<file path="config.mk">
export PLATFORM = sky130hd
export DESIGN_NAME = python_docstring_line_marker_core_flat
export DESIGN_NICKNAME = d
export VERILOG_FILES = /design/src/rtl/core/pyd_pkg.sv /design/src/rtl/core/pyd_if.sv /design/src/rtl/core/python_docstring_line_marker_core.sv /design/src/rtl/core/pyd_in_stage.sv /design/src/rtl/core/pyd_lexer.sv /design/src/flat_wrapper.sv
export SDC_FILE = /design/constraint.sdc
export NUM_CORES = 1
export LEC_CHECK = 0
export BUFFER_PORTS_ARGS = -buffer_cell sky130_fd_sc_hd__buf_2
export CORE_UTILIZATION = 35
export CTS_CLUSTER_DIAMETER = 120
export DETAILED_ROUTE_END_ITERATION = 7
export REMOVE_ABC_BUFFERS = 1
export SETUP_SLACK_MARGIN = 0.1
export SLEW_MARGIN = 20
export SYNTH_ARGS = -nofsm -noshare
export SYNTH_HDL_FRONTEND = slang
export SYNTH_SLANG_ARGS = --single-unit
</file>
<file path="constraint.sdc">
create_clock -name i_clk -period 5.7 [get_ports i_clk]
set_input_delay 1.14 -clock i_clk [delete_from_list [all_inputs] [get_ports i_clk]]
set_output_delay 1.14 -clock i_clk [all_outputs]
set_load 0.02 [all_outputs]
</file>
<file path="src/rtl/core/pyd_pkg.sv">
// ----------------------------------------------------------------------------
// pyd_pkg
// Shared types and character codes for the docstring line marker.
// ----------------------------------------------------------------------------
package pyd_pkg;

    typedef enum logic [1:0] {
        MODE_PLAIN   = 2'd0,
        MODE_COMMENT = 2'd1,
        MODE_SINGLE  = 2'd2,
        MODE_TRIPLE  = 2'd3
    } t_mode;

    localparam logic CMD_TEXT = 1'b0;
    localparam logic CMD_EOL  = 1'b1;

    localparam logic KIND_DQUOTE = 1'b0;
    localparam logic KIND_SQUOTE = 1'b1;

    localparam logic [7:0] CH_HASH   = 8'h23;
    localparam logic [7:0] CH_DQUOTE = 8'h22;
    localparam logic [7:0] CH_SQUOTE = 8'h27;
    localparam logic [7:0] CH_BSLASH = 8'h5C;

    typedef struct packed {
        logic       command;
        logic [7:0] text_byte;
    } t_item;

    function automatic logic [7:0] kind_char(input logic kind);
        return (kind == KIND_SQUOTE) ? CH_SQUOTE : CH_DQUOTE;
    endfunction

endpackage

</file>
<file path="src/rtl/core/pyd_if.sv">
// ----------------------------------------------------------------------------
// pyd_in_if / pyd_out_if
// Valid/ready channels for source bytes and per-line results.
// ----------------------------------------------------------------------------
interface pyd_in_if;
    logic       valid;
    logic       ready;
    logic       command;
    logic [7:0] text_byte;

    modport source (output valid, output command, output text_byte, input ready);
    modport sink   (input valid, input command, input text_byte, output ready);
endinterface

interface pyd_out_if;
    logic valid;
    logic ready;
    logic line_in_docstring;
    logic open_after_line;

    modport source (output valid, output line_in_docstring, output open_after_line,
                    input ready);
    modport sink   (input valid, input line_in_docstring, input open_after_line,
                    output ready);
endinterface

</file>
<file path="src/rtl/core/python_docstring_line_marker_core.sv">
// ----------------------------------------------------------------------------
// python_docstring_line_marker_core
// Python string/comment lexer that flags lines starting inside a docstring.
// ----------------------------------------------------------------------------
// Takes one byte or end-of-line transfer per cycle. Each transfer lands in an
// input register and is applied to the lexer state when the lexer takes it; an
// end-of-line gives its result from the result register, which follows the input
// register. The input stalls only while an end-of-line waits behind a result
// that has not been taken. Triple quotes are matched over a two-byte lookahead
// window, so a byte is resolved when the second byte after it arrives.
module python_docstring_line_marker_core
    import pyd_pkg::*;
(
    input  logic       i_clk,
    input  logic       i_rst_n,
    pyd_in_if.sink     i_in,
    pyd_out_if.source  o_out
);

    logic  w_valid;
    logic  w_take;
    t_item w_item;

    pyd_in_stage u_in_stage (
        .i_clk   (i_clk),
        .i_rst_n (i_rst_n),
        .i_in    (i_in),
        .o_valid (w_valid),
        .o_item  (w_item),
        .i_take  (w_take)
    );

    pyd_lexer u_lexer (
        .i_clk   (i_clk),
        .i_rst_n (i_rst_n),
        .i_valid (w_valid),
        .i_item  (w_item),
        .o_take  (w_take),
        .o_out   (o_out)
    );

endmodule

</file>
<file path="src/rtl/core/pyd_in_stage.sv">
// ----------------------------------------------------------------------------
// pyd_in_stage
// Input register: captures one transfer and holds it until the lexer takes it.
// ----------------------------------------------------------------------------
module pyd_in_stage
    import pyd_pkg::*;
(
    input  logic       i_clk,
    input  logic       i_rst_n,
    pyd_in_if.sink     i_in,
    output logic       o_valid,
    output t_item      o_item,
    input  logic       i_take
);

    logic  r_valid;
    t_item r_item;
    logic  w_load;

    assign i_in.ready = !r_valid || i_take;
    assign w_load     = i_in.valid && i_in.ready;

    always_ff @(posedge i_clk) begin
        if (!i_rst_n) begin
            r_valid <= 1'b0;
        end else if (w_load) begin
            r_valid <= 1'b1;
        end else if (i_take) begin
            r_valid <= 1'b0;
        end
    end

    always_ff @(posedge i_clk) begin
        if (w_load) begin
            r_item.command   <= i_in.command;
            r_item.text_byte <= i_in.text_byte;
        end
    end

    assign o_valid = r_valid;
    assign o_item  = r_item;

endmodule

</file>
<file path="src/rtl/core/pyd_lexer.sv">
// ----------------------------------------------------------------------------
// pyd_lexer
// Lexical state, two-byte lookahead window and result register.
// ----------------------------------------------------------------------------
module pyd_lexer
    import pyd_pkg::*;
(
    input  logic       i_clk,
    input  logic       i_rst_n,
    input  logic       i_valid,
    input  t_item      i_item,
    output logic       o_take,
    pyd_out_if.source  o_out
);

    localparam logic [1:0] SKIP_ONE   = 2'd1;
    localparam logic [1:0] SKIP_TWO   = 2'd2;
    localparam logic [1:0] SKIP_THREE = 2'd3;

    t_mode      r_mode,  n_mode;
    logic       r_tkind, n_tkind;
    logic       r_skind, n_skind;
    logic [1:0] r_cnt,   n_cnt;
    logic       r_began, n_began;
    logic [7:0] r_la [2];
    logic [7:0] n_la [2];
    logic       r_out_valid;
    logic       r_out_doc;
    logic       r_out_open;

    logic       w_eol;
    logic [1:0] w_skip;
    logic [7:0] w_c;
    logic [7:0] w_a;
    logic [7:0] w_b;
    logic [7:0] w_tq;

    assign w_eol  = (i_item.command == CMD_EOL);
    assign o_take = i_valid && (!w_eol || !r_out_valid || o_out.ready);

    assign w_c  = r_la[0];
    assign w_a  = r_la[1];
    assign w_b  = i_item.text_byte;
    assign w_tq = kind_char(r_tkind);

    always_comb begin
        n_mode  = r_mode;
        n_tkind = r_tkind;
        n_skind = r_skind;
        n_cnt   = r_cnt;
        n_began = r_began;
        n_la[0] = r_la[0];
        n_la[1] = r_la[1];
        w_skip  = SKIP_ONE;

        case (r_mode)
            MODE_TRIPLE: begin
                if (w_c == w_tq && w_a == w_tq && w_b == w_tq) begin
                    n_mode = MODE_PLAIN;
                    w_skip = SKIP_THREE;
                end
            end
            MODE_COMMENT: begin
                w_skip = SKIP_ONE;
            end
            MODE_SINGLE: begin
                if (w_c == CH_BSLASH) begin
                    w_skip = SKIP_TWO;
                end else if (w_c == kind_char(r_skind)) begin
                    n_mode = MODE_PLAIN;
                end
            end
            default: begin
                if (w_c == CH_HASH) begin
                    n_mode = MODE_COMMENT;
                end else if (w_c == CH_DQUOTE || w_c == CH_SQUOTE) begin
                    if (w_a == w_c && w_b == w_c) begin
                        n_mode  = MODE_TRIPLE;
                        n_tkind = (w_c == CH_SQUOTE);
                        w_skip  = SKIP_THREE;
                    end else begin
                        n_mode  = MODE_SINGLE;
                        n_skind = (w_c == CH_SQUOTE);
                    end
                end
            end
        endcase

        if (w_eol) begin
            // flushed bytes can neither open nor close a triple-quoted string
            n_mode  = (r_mode == MODE_TRIPLE) ? MODE_TRIPLE : MODE_PLAIN;
            n_tkind = r_tkind;
            n_skind = r_skind;
            n_began = (r_mode == MODE_TRIPLE);
            n_cnt   = 2'd0;
        end else if (r_cnt != 2'd2) begin
            n_mode        = r_mode;
            n_tkind       = r_tkind;
            n_skind       = r_skind;
            n_la[r_cnt[0]] = w_b;
            n_cnt         = r_cnt + 2'd1;
        end else begin
            case (w_skip)
                SKIP_ONE: begin
                    n_la[0] = w_a;
                    n_la[1] = w_b;
                    n_cnt   = 2'd2;
                end
                SKIP_TWO: begin
                    n_la[0] = w_b;
                    n_cnt   = 2'd1;
                end
                default: begin
                    n_cnt = 2'd0;
                end
            endcase
        end
    end

    always_ff @(posedge i_clk) begin
        if (!i_rst_n) begin
            r_mode  <= MODE_PLAIN;
            r_tkind <= KIND_DQUOTE;
            r_skind <= KIND_DQUOTE;
            r_cnt   <= 2'd0;
            r_began <= 1'b0;
        end else if (o_take) begin
            r_mode  <= n_mode;
            r_tkind <= n_tkind;
            r_skind <= n_skind;
            r_cnt   <= n_cnt;
            r_began <= n_began;
        end
    end

    always_ff @(posedge i_clk) begin
        if (o_take) begin
            r_la[0] <= n_la[0];
            r_la[1] <= n_la[1];
        end
    end

    always_ff @(posedge i_clk) begin
        if (!i_rst_n) begin
            r_out_valid <= 1'b0;
        end else if (o_take && w_eol) begin
            r_out_valid <= 1'b1;
        end else if (o_out.ready) begin
            r_out_valid <= 1'b0;
        end
    end

    always_ff @(posedge i_clk) begin
        if (o_take && w_eol) begin
            r_out_doc  <= r_began;
            r_out_open <= (r_mode == MODE_TRIPLE);
        end
    end

    assign o_out.valid             = r_out_valid;
    assign o_out.line_in_docstring = r_out_doc;
    assign o_out.open_after_line   = r_out_open;

endmodule

</file>
<file path="src/flat_wrapper.sv">
// flat-port wrapper written by rule: the top's interface ports become plain ports
module python_docstring_line_marker_core_flat import pyd_pkg::*;
  (i_clk, i_rst_n, i_in_valid, i_in_command, i_in_text_byte, i_in_ready, o_out_valid, o_out_line_in_docstring, o_out_open_after_line, o_out_ready);
  pyd_in_if i_in_i ();
  pyd_out_if o_out_i ();
  input  logic i_clk;
  input  logic i_rst_n;
  input wire logic [$bits(i_in_i.valid)-1:0] i_in_valid;
  input wire logic [$bits(i_in_i.command)-1:0] i_in_command;
  input wire logic [$bits(i_in_i.text_byte)-1:0] i_in_text_byte;
  output wire logic [$bits(i_in_i.ready)-1:0] i_in_ready;
  output wire logic [$bits(o_out_i.valid)-1:0] o_out_valid;
  output wire logic [$bits(o_out_i.line_in_docstring)-1:0] o_out_line_in_docstring;
  output wire logic [$bits(o_out_i.open_after_line)-1:0] o_out_open_after_line;
  input wire logic [$bits(o_out_i.ready)-1:0] o_out_ready;
  assign i_in_i.valid = i_in_valid;
  assign i_in_i.command = i_in_command;
  assign i_in_i.text_byte = i_in_text_byte;
  assign i_in_ready = i_in_i.ready;
  assign o_out_valid = o_out_i.valid;
  assign o_out_line_in_docstring = o_out_i.line_in_docstring;
  assign o_out_open_after_line = o_out_i.open_after_line;
  assign o_out_i.ready = o_out_ready;
  python_docstring_line_marker_core u_core (.i_clk(i_clk), .i_rst_n(i_rst_n), .i_in(i_in_i), .o_out(o_out_i));
endmodule
</file>
==> results of run 1 <==
## worst min-delay path by stage
stage,to,start,cells after the start,slack (ps)
global placement,u_core.u_lexer.o_out.line_in_docstring$_DFFE_PP_,u_core.u_lexer.r_began$_SDFFE_PN0P_,0,420
floorplan,u_core.u_lexer.o_out.line_in_docstring$_DFFE_PP_,u_core.u_lexer.r_began$_SDFFE_PN0P_,0,410
global route,u_core.u_lexer.o_out.line_in_docstring$_DFFE_PP_,u_core.u_lexer.r_began$_SDFFE_PN0P_,0,480
detailed placement,u_core.u_lexer.o_out.line_in_docstring$_DFFE_PP_,u_core.u_lexer.r_began$_SDFFE_PN0P_,0,450
finish,u_core.u_lexer.o_out.line_in_docstring$_DFFE_PP_,u_core.u_lexer.r_began$_SDFFE_PN0P_,0,460
CTS,u_core.u_lexer.o_out.line_in_docstring$_DFFE_PP_,u_core.u_lexer.r_began$_SDFFE_PN0P_,0,460
## kinds of logic after synthesis
logic type	after synthesis	synth area share [%]
AOI/OAI and AO/OA	34	13.5
muxes	5	2.92
xor gates and xnor gates	6	2.92
and+or+nand+nor	70	23.8
buffers and inverters	9	1.88
DFF	36	55.0
## cell usage in the layout (no fill, tap or decap), drive strengths merged, types with 2 or more instances in the layout
| cell | count |
|---|---|
| nand2 | 10 |
| edfxtp | 27 |
| xnor2 | 5 |
| a22o | 8 |
| o2111ai | 2 |
| nor2 | 8 |
| clkbuf | 5 |
| dfxtp | 9 |
| o21ai | 5 |
| nor4 | 4 |
| mux2i | 3 |
| buf | 16 |
| mux2 | 2 |
| nor2b | 9 |
| inv | 7 |
| nand3 | 9 |
| and3 | 2 |
| or4 | 2 |
| a21oi | 9 |
| nand4 | 3 |
| nand2b | 3 |
| nor4b | 2 |
| bufinv | 3 |
| nor3 | 3 |
| o22ai | 3 |
| and4 | 2 |
| and2 | 4 |
## power by group through the flow
stage | Clock, mW | Combinational (mW) | Sequential [mW]
floorplan | 0 | 0.0186 | 0.302
global placement | 0 | 0.0279 | 0.303
detailed placement | 0 | 0.0290 | 0.304
CTS | 0.315 | 0.0292 | 0.298
global route | 0.325 | 0.0324 | 0.299
finish | 0.312 | 0.0294 | 0.298
## cell type report
class / count / area share (%)
Multi-Input combinational cell: 115 / 36.8
Clock buffer: 5 / 3.24
Sequential cell: 36 / 46.7
Tap cell: 67 / 3.95
Clock inverter: 3 / 4.25
Timing Repair Buffer: 16 / 3.78
Inverter: 7 / 1.24
## metrics by stage
| stage | setup slack (ps) | utilization (%) | total power, mW | area, µm² | hold slack, ps |
|---|---|---|---|---|---|
| CTS | 2650 | 43.6 | 0.643 | 2120 | 463 |
| global placement | 2690 | 40.4 | 0.331 | 1960 | 416 |
| detailed placement | 2660 | 40.4 | 0.333 | 1960 | 445 |
| floorplan | 2900 | - | 0.321 | 1790 | 408 |
| finish | 2650 | 43.7 | 0.639 | 2120 | 462 |
| global route | 2630 | 43.7 | 0.656 | 2120 | 480 |
## critical path: cells and delay by family
family / cells / cell delay [ps]
buffers and inverters: 2 / 260
and+or+nand+nor: 2 / 510
## cell usage after synthesis (all sizes together)
library cell	n	area share, %
a211oi	1	0.42
nand4bb	1	0.63
mux2	2	1.3
o21ai	5	1.4
xor2	1	0.49
mux2i	3	1.7
and3	2	0.69
and2b	1	0.49
o31a	1	0.49
xnor2	5	2.4
inv	7	1.5
nor2	8	1.7
nor3b	1	0.42
nor2b	9	3.5
a221o	1	0.56
nor4	4	1.4
nand2b	3	1.0
o21bai	1	0.42
or2	1	0.35
or3b	1	0.49
clkbuf	2	0.42
o2bb2ai	1	0.49
o22ai	3	1.4
and4	2	0.97
a21bo	1	0.56
a21boi	1	0.42
or4	2	1.0
or3	1	0.35
a22o	8	3.9
nor4b	2	1.3
and4b	1	0.63
dfxtp	9	10
nand4	3	1.0
edfxtp	27	45
nor3	3	0.83
a21oi	9	2.5
o2111ai	2	0.97
or2b	1	0.42
nand4b	1	0.49
nand2	10	2.1
nand3	9	2.5
and2	4	1.4
## per-layer routing
layer  GRT usage (%)  vias up
met1            18.1      644
li1                -      648
met3            3.29        5
met2            26.4       52
met4            3.85        0
met5               0        -
## registers in the layout (all words and copies together) (netlist names)
name / count
u_core.u_lexer.r_cnt: 2
u_core.u_lexer.o_out.valid: 1
u_core.u_in_stage.o_valid: 1
u_core.u_lexer.r_skind: 1
u_core.u_lexer.o_out.line_in_docstring: 1
u_core.u_lexer.r_mode: 2
u_core.u_lexer.r_began: 1
u_core.u_lexer.r_la: 16
u_core.u_lexer.r_tkind: 1
u_core.u_lexer.o_out.open_after_line: 1
u_core.u_in_stage.o_item: 9
==> metrics.txt, run 1 <==
n_diodes=0; Clock Tree Buf Depth=2; Cells after Synth=160; Clk pin slew, worst setup/hold paths=70 ps; die area=0.00544 mm²; postcts setup bufs=0; Critical Path Start Type=input port; CP startpoint=o_out_ready; total global-route track usage=14.9%; syn avg cell area=11.3 µm²; min cycle time layout=3050 ps; Clk Latency, worst-skew pair=290 ps; port bufs=16; First DRT Iteration DRCs=50; Initial Utilization=37.1%; num rows=25; drt total wl=3760 µm; Reg2Reg Depth=4; Lkg Pwr=0.734 nW; critical-path cell list=buf_2, nand2b_1, or2_2, buf_2; RSZ-0062 raised after global routing=false; drt drc=0; Final Setup Violations=0; mapped cell area=0.00180 mm²; CTS buffer count=5; core area=0.00485 mm²; Switching Fraction=18.3%; routed wl met3=217 µm; crit path DAT=1910 ps; Yosys reg bits=36; worst setup path endpoint=i_in_ready; met2 routed WL=1890 µm; Routed WL per cell=15.1 µm; Comb power frac=4.6%; FILL cells=463; P_sw=0.117 mW; Die Width=73.7 µm; final hold vios=0; crit-path max cell delay=340 ps; H-tree lvl count=2; hpwl dp=2760 µm; post-CTS sizing=0; Non-Filler Instances=249; final worst-path cycle share=53.5%; Worst Path Required=4560 ps; Worst R2R End=u_core.u_lexer.r_la[0][0]$_DFFE_PP_; CTS Root Cell=clkbuf_8; reg2reg start=u_core.u_lexer.r_la[0][1]$_DFFE_PP_; Vias/cell=5.42; setup_tns=0 ps; outcome=finished clean; fin nets=194; Seq. cell area=991 µm²; Synth warnings=0; R2R setup slack=3010 ps; Multi-input gate area=781 µm²; Flop pwr share=46.7%; max-cap viol count=0; worst-path maximum fanout=4; first-pass GRT wire length=5990 µm; hold bufs inserted after CTS=0; Metal-1 WL=1620 µm; Synth-to-Final Area Change=17.8%; highest routed layer=met4; max-slew violations=0; Die Y=73.7 µm; Max stage delay cell, worst path=or2_2; GRT Residual Overflow=0; Final Skew=4.31 ps; Clk pwr share=48.7%; Max VDD drop=156 µV; routability congestion estimate=0.885; # IOs=17; vias in the first global route=1290; CP most frequent cell=buf_2; power per cell area=301 mW/mm²; share of cells above drive strength 1=19.2%; register area share after synthesis=55.0%; Hold Path Class=flip-flop to flip-flop; First-pass DRT Iterations=5; P_int=0.522 mW; largest net degree at the start of global routing=13; synth unique cells=47; fmax=328 MHz; initial antenna violation count=0; via count=1349; CTS tree=built; CTS Sinks=36; kind of critical path=input port to output port; antenna-violating nets left=0; # placed instances=241; Slew Limit Headroom=47.5%; crit end category=output port; Least-Margin Pin Slew=785 ps
Note: power is estimated with default switching activity, not from simulation.
==> inputs of run 2 (changes only) <==
--- a/config.mk
+++ b/config.mk
@@ -5,6 +5,7 @@
 export SDC_FILE = /design/constraint.sdc
 export NUM_CORES = 1
 export LEC_CHECK = 0
+export ABC_AREA = 1
 export BUFFER_PORTS_ARGS = -buffer_cell sky130_fd_sc_hd__buf_2
 export CORE_UTILIZATION = 35
 export CTS_CLUSTER_DIAMETER = 120
==> constraint.sdc (replaced) <==
create_clock -name i_clk -period 2.8 [get_ports i_clk]
set_input_delay 0.56 -clock i_clk [delete_from_list [all_inputs] [get_ports i_clk]]
set_output_delay 0.56 -clock i_clk [all_outputs]
set_load 0.02 [all_outputs]
==> metrics.txt, run 2 <==
vias in the first global route=1628 (+26%); mapped cell area=0.00211 mm² (+17%); drt drc=0 (unchanged); Slew Limit Headroom=56.9% (+9.4 points); core area=0.00564 mm² (+16%); syn avg cell area=7.47 µm² (-34%); register area share after synthesis=47.1% (-8.0 points); power per cell area=457 mW/mm² (+52%); fin nets=315 (+62%); kind of critical path=flip-flop to flip-flop; highest routed layer=met4; Yosys reg bits=36 (unchanged); initial antenna violation count=0 (unchanged); CTS Sinks=36 (unchanged); Yosys top cell area share=38.5% (-6.5 points); First DRT Iteration DRCs=108 (+120%); fin area=0.00234 mm² (+10%); Worst R2R End=u_core.u_lexer.r_la[0][14]$_DFFE_PP_; most frequent cell after synthesis=nand2_1; final worst-path cycle share=77.8%; CTS buffer count=5 (unchanged); Clock Tree Buf Depth=2 (unchanged); GRT Residual Overflow=0 (unchanged); crit path DAT=2100 ps (+190 ps); synth unique cells=25 (-47%); hpwl dp=3420 µm (+24%); Clk pin slew, worst setup/hold paths=70 ps (about the same); CP startpoint=u_core.u_lexer.r_la[0][2]$_DFFE_PP_; Final Setup Violations=0 (unchanged); Fin Hold WS=441 ps (-21.4 ps); Final Skew=5.00 ps (+0.688 ps); Die Y=79.6 µm (+7.9%); outcome=finished clean; share of cells above drive strength 1=18.2% (-1.1 points); n_diodes=0 (unchanged); largest net degree at the start of global routing=13 (unchanged); ranking of synthesized cells by area=edfxtp_1 (39%), nand2_1 (16%), dfxtp_1 (8.6%); Critical Path Start Type=flip-flop; crit end category=flip-flop; Metal-1 WL=2150 µm (+33%); first-pass GRT wire length=7390 µm (+23%); Pwr Total=1.07 mW (+67%); hold bufs inserted after CTS=0 (unchanged); Synth warnings=0 (unchanged); drt total wl=4400 µm (+17%); reg2reg start=u_core.u_lexer.r_la[0][2]$_DFFE_PP_; Async SR Flop Fraction=0% (unchanged); routed wl met3=274 µm (+26%); Clk Latency, worst-skew pair=290 ps (about the same); Synth-to-Final Area Change=11.2%; max-slew violations=0 (unchanged); H-tree lvl count=2 (unchanged); Vias/cell=4.79 (-12%); top post-synthesis cells by count=nand2_1 (92), nor2_1 (45), inv_1 (33); Reg2Reg Depth=9 (+5); R2R setup slack=620 ps (-2390 ps); port bufs=16 (unchanged); most frequent cells in the layout=nand2_1 (92), nor2_1 (45), inv_1 (33); setup_tns=0 ps (unchanged); routability congestion estimate=0.869 (-1.8%); CTS Root Cell=clkbuf_8; Routed WL per cell=11.7 µm (-22%); Hold Path Class=input port to flip-flop; max reg flops=16 (unchanged); Max VDD drop=305 µV (+96%); met2 routed WL=1900 µm (+0.53%); final worst slack=622 ps (-2030 ps); worst hold stages=1 (+1); worst-path maximum fanout=11 (+7); min cycle time layout=2180 ps; via count=1797 (+33%); antenna-violating nets left=0 (unchanged); First-pass DRT Iterations=5 (unchanged); total global-route track usage=15.4% (+0.53 points); commonest non-fill, non-tap cell in the layout=nand2_1; Least-Margin Pin Slew=643 ps (-142 ps); max-cap viol count=0 (unchanged); die area=0.00633 mm² (+16%); RSZ-0062 raised after global routing=false; final hold vios=0 (unchanged); Worst Path Required=2730 ps (-1830 ps); post-CTS sizing=0 (unchanged); Placed Area=0.00225 mm² (+15%); fmax=459 MHz; pre-CTS WS=631 ps (-2020 ps); postcts setup bufs=0 (unchanged); Lkg Pwr=1.03 nW (+40%); worst setup path endpoint=u_core.u_lexer.r_la[0][14]$_DFFE_PP_; Die Width=79.6 µm (+7.9%); num rows=27 (+8.0%); Cells after Synth=282 (+76%); Yosys top cell by area=edfxtp_1; CTS tree=built; # IOs=17 (unchanged); number of synthesized flops with an enable pin=27 (unchanged); Initial Utilization=37.3% (+0.19 points); Largest Register=u_core.u_lexer.r_la; most common flop cell mapped by yosys=edfxtp_1
run 2: power by group:
part           internal (mW)  switching (mW)  leakage (nW)
sequential             0.592          0.0181         0.325
clock                  0.177           0.193        0.0414
combinational         0.0317          0.0585         0.665
total                  0.801           0.269          1.03
run 2: cells by family (layout without fill, tap and decap cells):
family | count (synthesis) | after routing | share of synthesized area, %
AOI/OAI and AO/OA | 32 | 32 | 9.27
xor gates and xnor gates | 1 | 1 | 0.416
buffers and inverters | 44 | 65 | 8.38
DFF | 36 | 36 | 47.1
muxes | 1 | 1 | 0.535
and+or+nand+nor | 168 | 168 | 34.3
run 2: routing by layer:
layer	up-vias	global-route usage (%)
met5	-	0
met4	0	6.91
met3	6	3.09
met2	62	22.6
met1	795	21.6
li1	934	-
run 2: worst max-delay path, stage by stage (launching register included):
cell and delay, ps:
edfxtp_1 490, nand4_1 140, nor2_1 60, nand2_2 180, inv_2 130, nor2_1 100, nand2_1 90, nand3_2 80
nand2_1 50, nor2_1 480
run 2: how the worst min path moves through the flow:
stage,startpoint,to,slack (ps)
2_1_floorplan,u_core.u_lexer.r_began$_SDFFE_PN0P_,u_core.u_lexer.o_out.line_in_docstring$_DFFE_PP_,410
3_3_place_gp,u_core.u_lexer.r_began$_SDFFE_PN0P_,u_core.u_lexer.o_out.line_in_docstring$_DFFE_PP_,420
3_5_place_dp,u_core.u_lexer.r_began$_SDFFE_PN0P_,u_core.u_lexer.o_out.line_in_docstring$_DFFE_PP_,420
4_1_cts,i_in_text_byte[0],u_core.u_in_stage.o_item[0]$_DFFE_PP_,430
5_1_grt,i_in_command,u_core.u_in_stage.o_item[8]$_DFFE_PP_,420
6_report,i_in_text_byte[2],u_core.u_in_stage.o_item[2]$_DFFE_PP_,440
run 2: cell type report:
class | count | area [µm²]
flip-flops and latches | 36 | 991
multi-input cells | 202 | 938
clock buffers | 6 | 72.6
fillers | 562 | 3300
clock inverters | 2 | 16.3
inverters | 41 | 154
repair buffers | 16 | 80.1
well taps | 72 | 90.1
run 2: stage by stage:
stage	cells	util [%]
after CTS	375	41.5
after global routing	375	41.5
after detailed placement	367	39.9
final	375	41.5
after floorplan	279	-
after global placement	367	39.9
==> inputs of run 3 (changes only) <==
==> constraint.sdc (replaced) <==
create_clock -name i_clk -period 1.85 [get_ports i_clk]
set_input_delay 0.37 -clock i_clk [delete_from_list [all_inputs] [get_ports i_clk]]
set_output_delay 0.37 -clock i_clk [all_outputs]
set_load 0.02 [all_outputs]
==> metrics.txt, run 3 (synthesis gave the netlist of run 2 again) <==
Clk Latency, worst-skew pair=290 ps (about the same); worst-path maximum fanout=8 (-3); met1 Track Usage GR=22.8% (+1.2 points); critical-path cell list=buf_6, nand2_2, nand2_1, nor2_1, nand2_1, nor2_2, nand3_2, nand2_2, nand3_2, nand2_2, nor2_4; final hold vios=0 (unchanged); hold bufs inserted after CTS=0 (unchanged); num rows=27 (unchanged); commonest non-fill, non-tap cell in the layout=nand2_1; CP most frequent cell=nand2_2; crit end category=flip-flop; Clk pin slew, worst setup/hold paths=80 ps (about the same); CTS Root Cell=clkbuf_8; Critical Path Start Type=flip-flop; Worst R2R End=u_core.u_lexer.r_la[0][14]$_DFFE_PP_; Hold Path Class=input port to flip-flop; Routed WL per cell=11.9 µm (+1.2%); Final Skew=5.56 ps (+0.568 ps); Clock Tree Buf Depth=2 (unchanged); Final Setup Violations=0 (unchanged); outcome=finished clean; CTS buffer count=5 (unchanged); max-cap viol count=0 (unchanged); # IOs=17 (unchanged); largest net degree at the start of global routing=14 (+1); CP startpoint=u_core.u_lexer.r_la[0][3]$_DFFE_PP_; Slew Limit Headroom=78.1% (+21 points); met2 GRT Util=25.3% (+2.6 points); Flop pwr share=54.2% (-2.8 points); Seq. cell area=991 µm² (unchanged); initial antenna violation count=0 (unchanged); Lkg Pwr=1.24 nW (+21%); port bufs=16 (unchanged); most frequent cells in the layout=nand2_1 (87), nor2_1 (40), buf_4 (40); Largest Register=u_core.u_lexer.r_la; max-slew violations=0 (unchanged); Placed Area=0.00251 mm² (+11%); Synth-to-Final Area Change=28.8%; n_diodes=0 (unchanged); Die Width=79.6 µm (unchanged); reg2reg start=u_core.u_lexer.r_la[0][3]$_DFFE_PP_; fin area=0.00271 mm² (+16%); antenna-violating nets left=0 (unchanged); First DRT Iteration DRCs=137 (+27%); fin nets=358 (+14%); most used routing layer=met2; die area=0.00633 mm² (unchanged); FILL cells=528 (-6.0%); max reg flops=16 (unchanged); final worst-path cycle share=98.0% (+20 points); crit-path max cell delay=500 ps (about the same); M3 GR Usage=3.66% (+0.57 points); hpwl dp=3740 µm (+9.3%); CTS tree=built; Clk pwr share=34.0% (-0.5 points); Worst Path Required=1890 ps (-840 ps); drt total wl=4960 µm (+13%); worst setup path endpoint=u_core.u_lexer.r_la[0][14]$_DFFE_PP_; R2R setup slack=40 ps (-580 ps); Switching Fraction=25.8% (+0.65 points); Max VDD drop=491 µV (+61%); Vias/cell=4.63 (-3.3%); routability congestion estimate=0.979 (+13%); Fin Hold WS=245 ps (-195 ps); Initial Utilization=37.3% (unchanged); Pwr Total=1.69 mW (+58%); share of cells above drive strength 1=32.1% (+14 points); core area=0.00564 mm² (unchanged); First-pass DRT Iterations=4 (-1); total global-route track usage=16.8% (+1.4 points); Die Y=79.6 µm (unchanged); P_int=1.25 mW (+56%); Comb power frac=11.8% (+3.4 points); # placed instances=401 (+9.3%); kind of critical path=flip-flop to flip-flop; hold_sp=i_in_text_byte[3]; GRT Residual Overflow=0 (unchanged); min cycle time layout=1810 ps (-365 ps); Max stage delay cell, worst path=edfxtp_1; drt drc=0 (unchanged); crit path DAT=1860 ps (-240 ps); Non-Filler Instances=418 (+11%); vias in the first global route=1777 (+9.2%); CTS Sinks=36 (unchanged); power per cell area=622 mW/mm² (+36%); fmax=552 MHz (+20%); Least-Margin Pin Slew=325 ps (-318 ps); via count=1937 (+7.8%); Reg2Reg Depth=11 (+2); setup_tns=0 ps (unchanged); P_sw=0.436 mW (+62%); Multi-input gate area=973 µm² (+3.7%); RSZ-0062 raised after global routing=true; first-pass GRT wire length=7980 µm (+8.0%); H-tree lvl count=2 (unchanged)
run 3: changes by cell type in the layout (fill, tap and decap cells not counted), moves of 2 or more:
| cell | before | now |
|---|---|---|
| inv_1 | 33 | 31 |
| nand2_2 | 8 | 13 |
| buf_4 | 0 | 40 |
| inv_2 | 8 | 10 |
| nor2_1 | 45 | 40 |
| nand2_1 | 92 | 87 |
| buf_6 | 0 | 3 |
| nor2_4 | 3 | 5 |
| nor2_2 | 4 | 7 |
run 3: power by group through the flow:
stage / registers [mW] / logic (mW) / clock network [mW]
5_1_grt: 0.919 / 0.221 / 0.616
3_3_place_gp: 0.933 / 0.180 / 0
4_1_cts: 0.915 / 0.191 / 0.585
2_1_floorplan: 0.936 / 0.0952 / 0
6_report: 0.915 / 0.198 / 0.574
3_5_place_dp: 0.934 / 0.182 / 0
run 3: stage by stage:
step | util [%] | setup WS [ps]
finish | 48.1 | 36.9
global route | 48.1 | -64.0
CTS | 46.8 | 114
detailed placement | 44.5 | -149
global placement | 44.5 | -114
floorplan | - | -11.5
run 3: per-layer routing:
layer  share of wire (%)  wire (µm)
met1                  48       2360
met2                  45       2250
met5                   0          0
met3                 4.2        210
met4                 2.9        142
run 3: final cells by class:
cell class              count  share of cell area (%)
inverters                  41                    5.67
clock inverters             3                   0.784
repair buffers             59                    15.3
well taps                  72                    3.32
multi-input cells         202                    35.9
flip-flops and latches     36                    36.5
clock buffers               5                    2.54
run 3: what timing repair did:
action,4_1_cts,5_1_grt
pin swaps,1,12
endpoints found under the setup margin,16,20
gates resized for setup,8,9
buffers inserted,3,6
run 3: worst min-delay path by stage:
stage | to | slack, ps | cells past startpoint
after global routing | u_core.u_in_stage.o_item[5]$_DFFE_PP_ | 230 | 1
after detailed placement | u_core.u_lexer.o_out.line_in_docstring$_DFFE_PP_ | 420 | 0
after global placement | u_core.u_lexer.o_out.line_in_docstring$_DFFE_PP_ | 420 | 0
after CTS | u_core.u_in_stage.o_item[5]$_DFFE_PP_ | 240 | 1
final | u_core.u_in_stage.o_item[3]$_DFFE_PP_ | 250 | 1
after floorplan | u_core.u_lexer.o_out.line_in_docstring$_DFFE_PP_ | 410 | 0
run 3: worst max-delay path, delay by kind of cell, from the launching register on:
| kind | cells | cell delay [ps] |
|---|---|---|
| buffers and inverters | 1 | 170 |
| DFF | 1 | 500 |
| and+or+nand+nor | 10 | 890 |
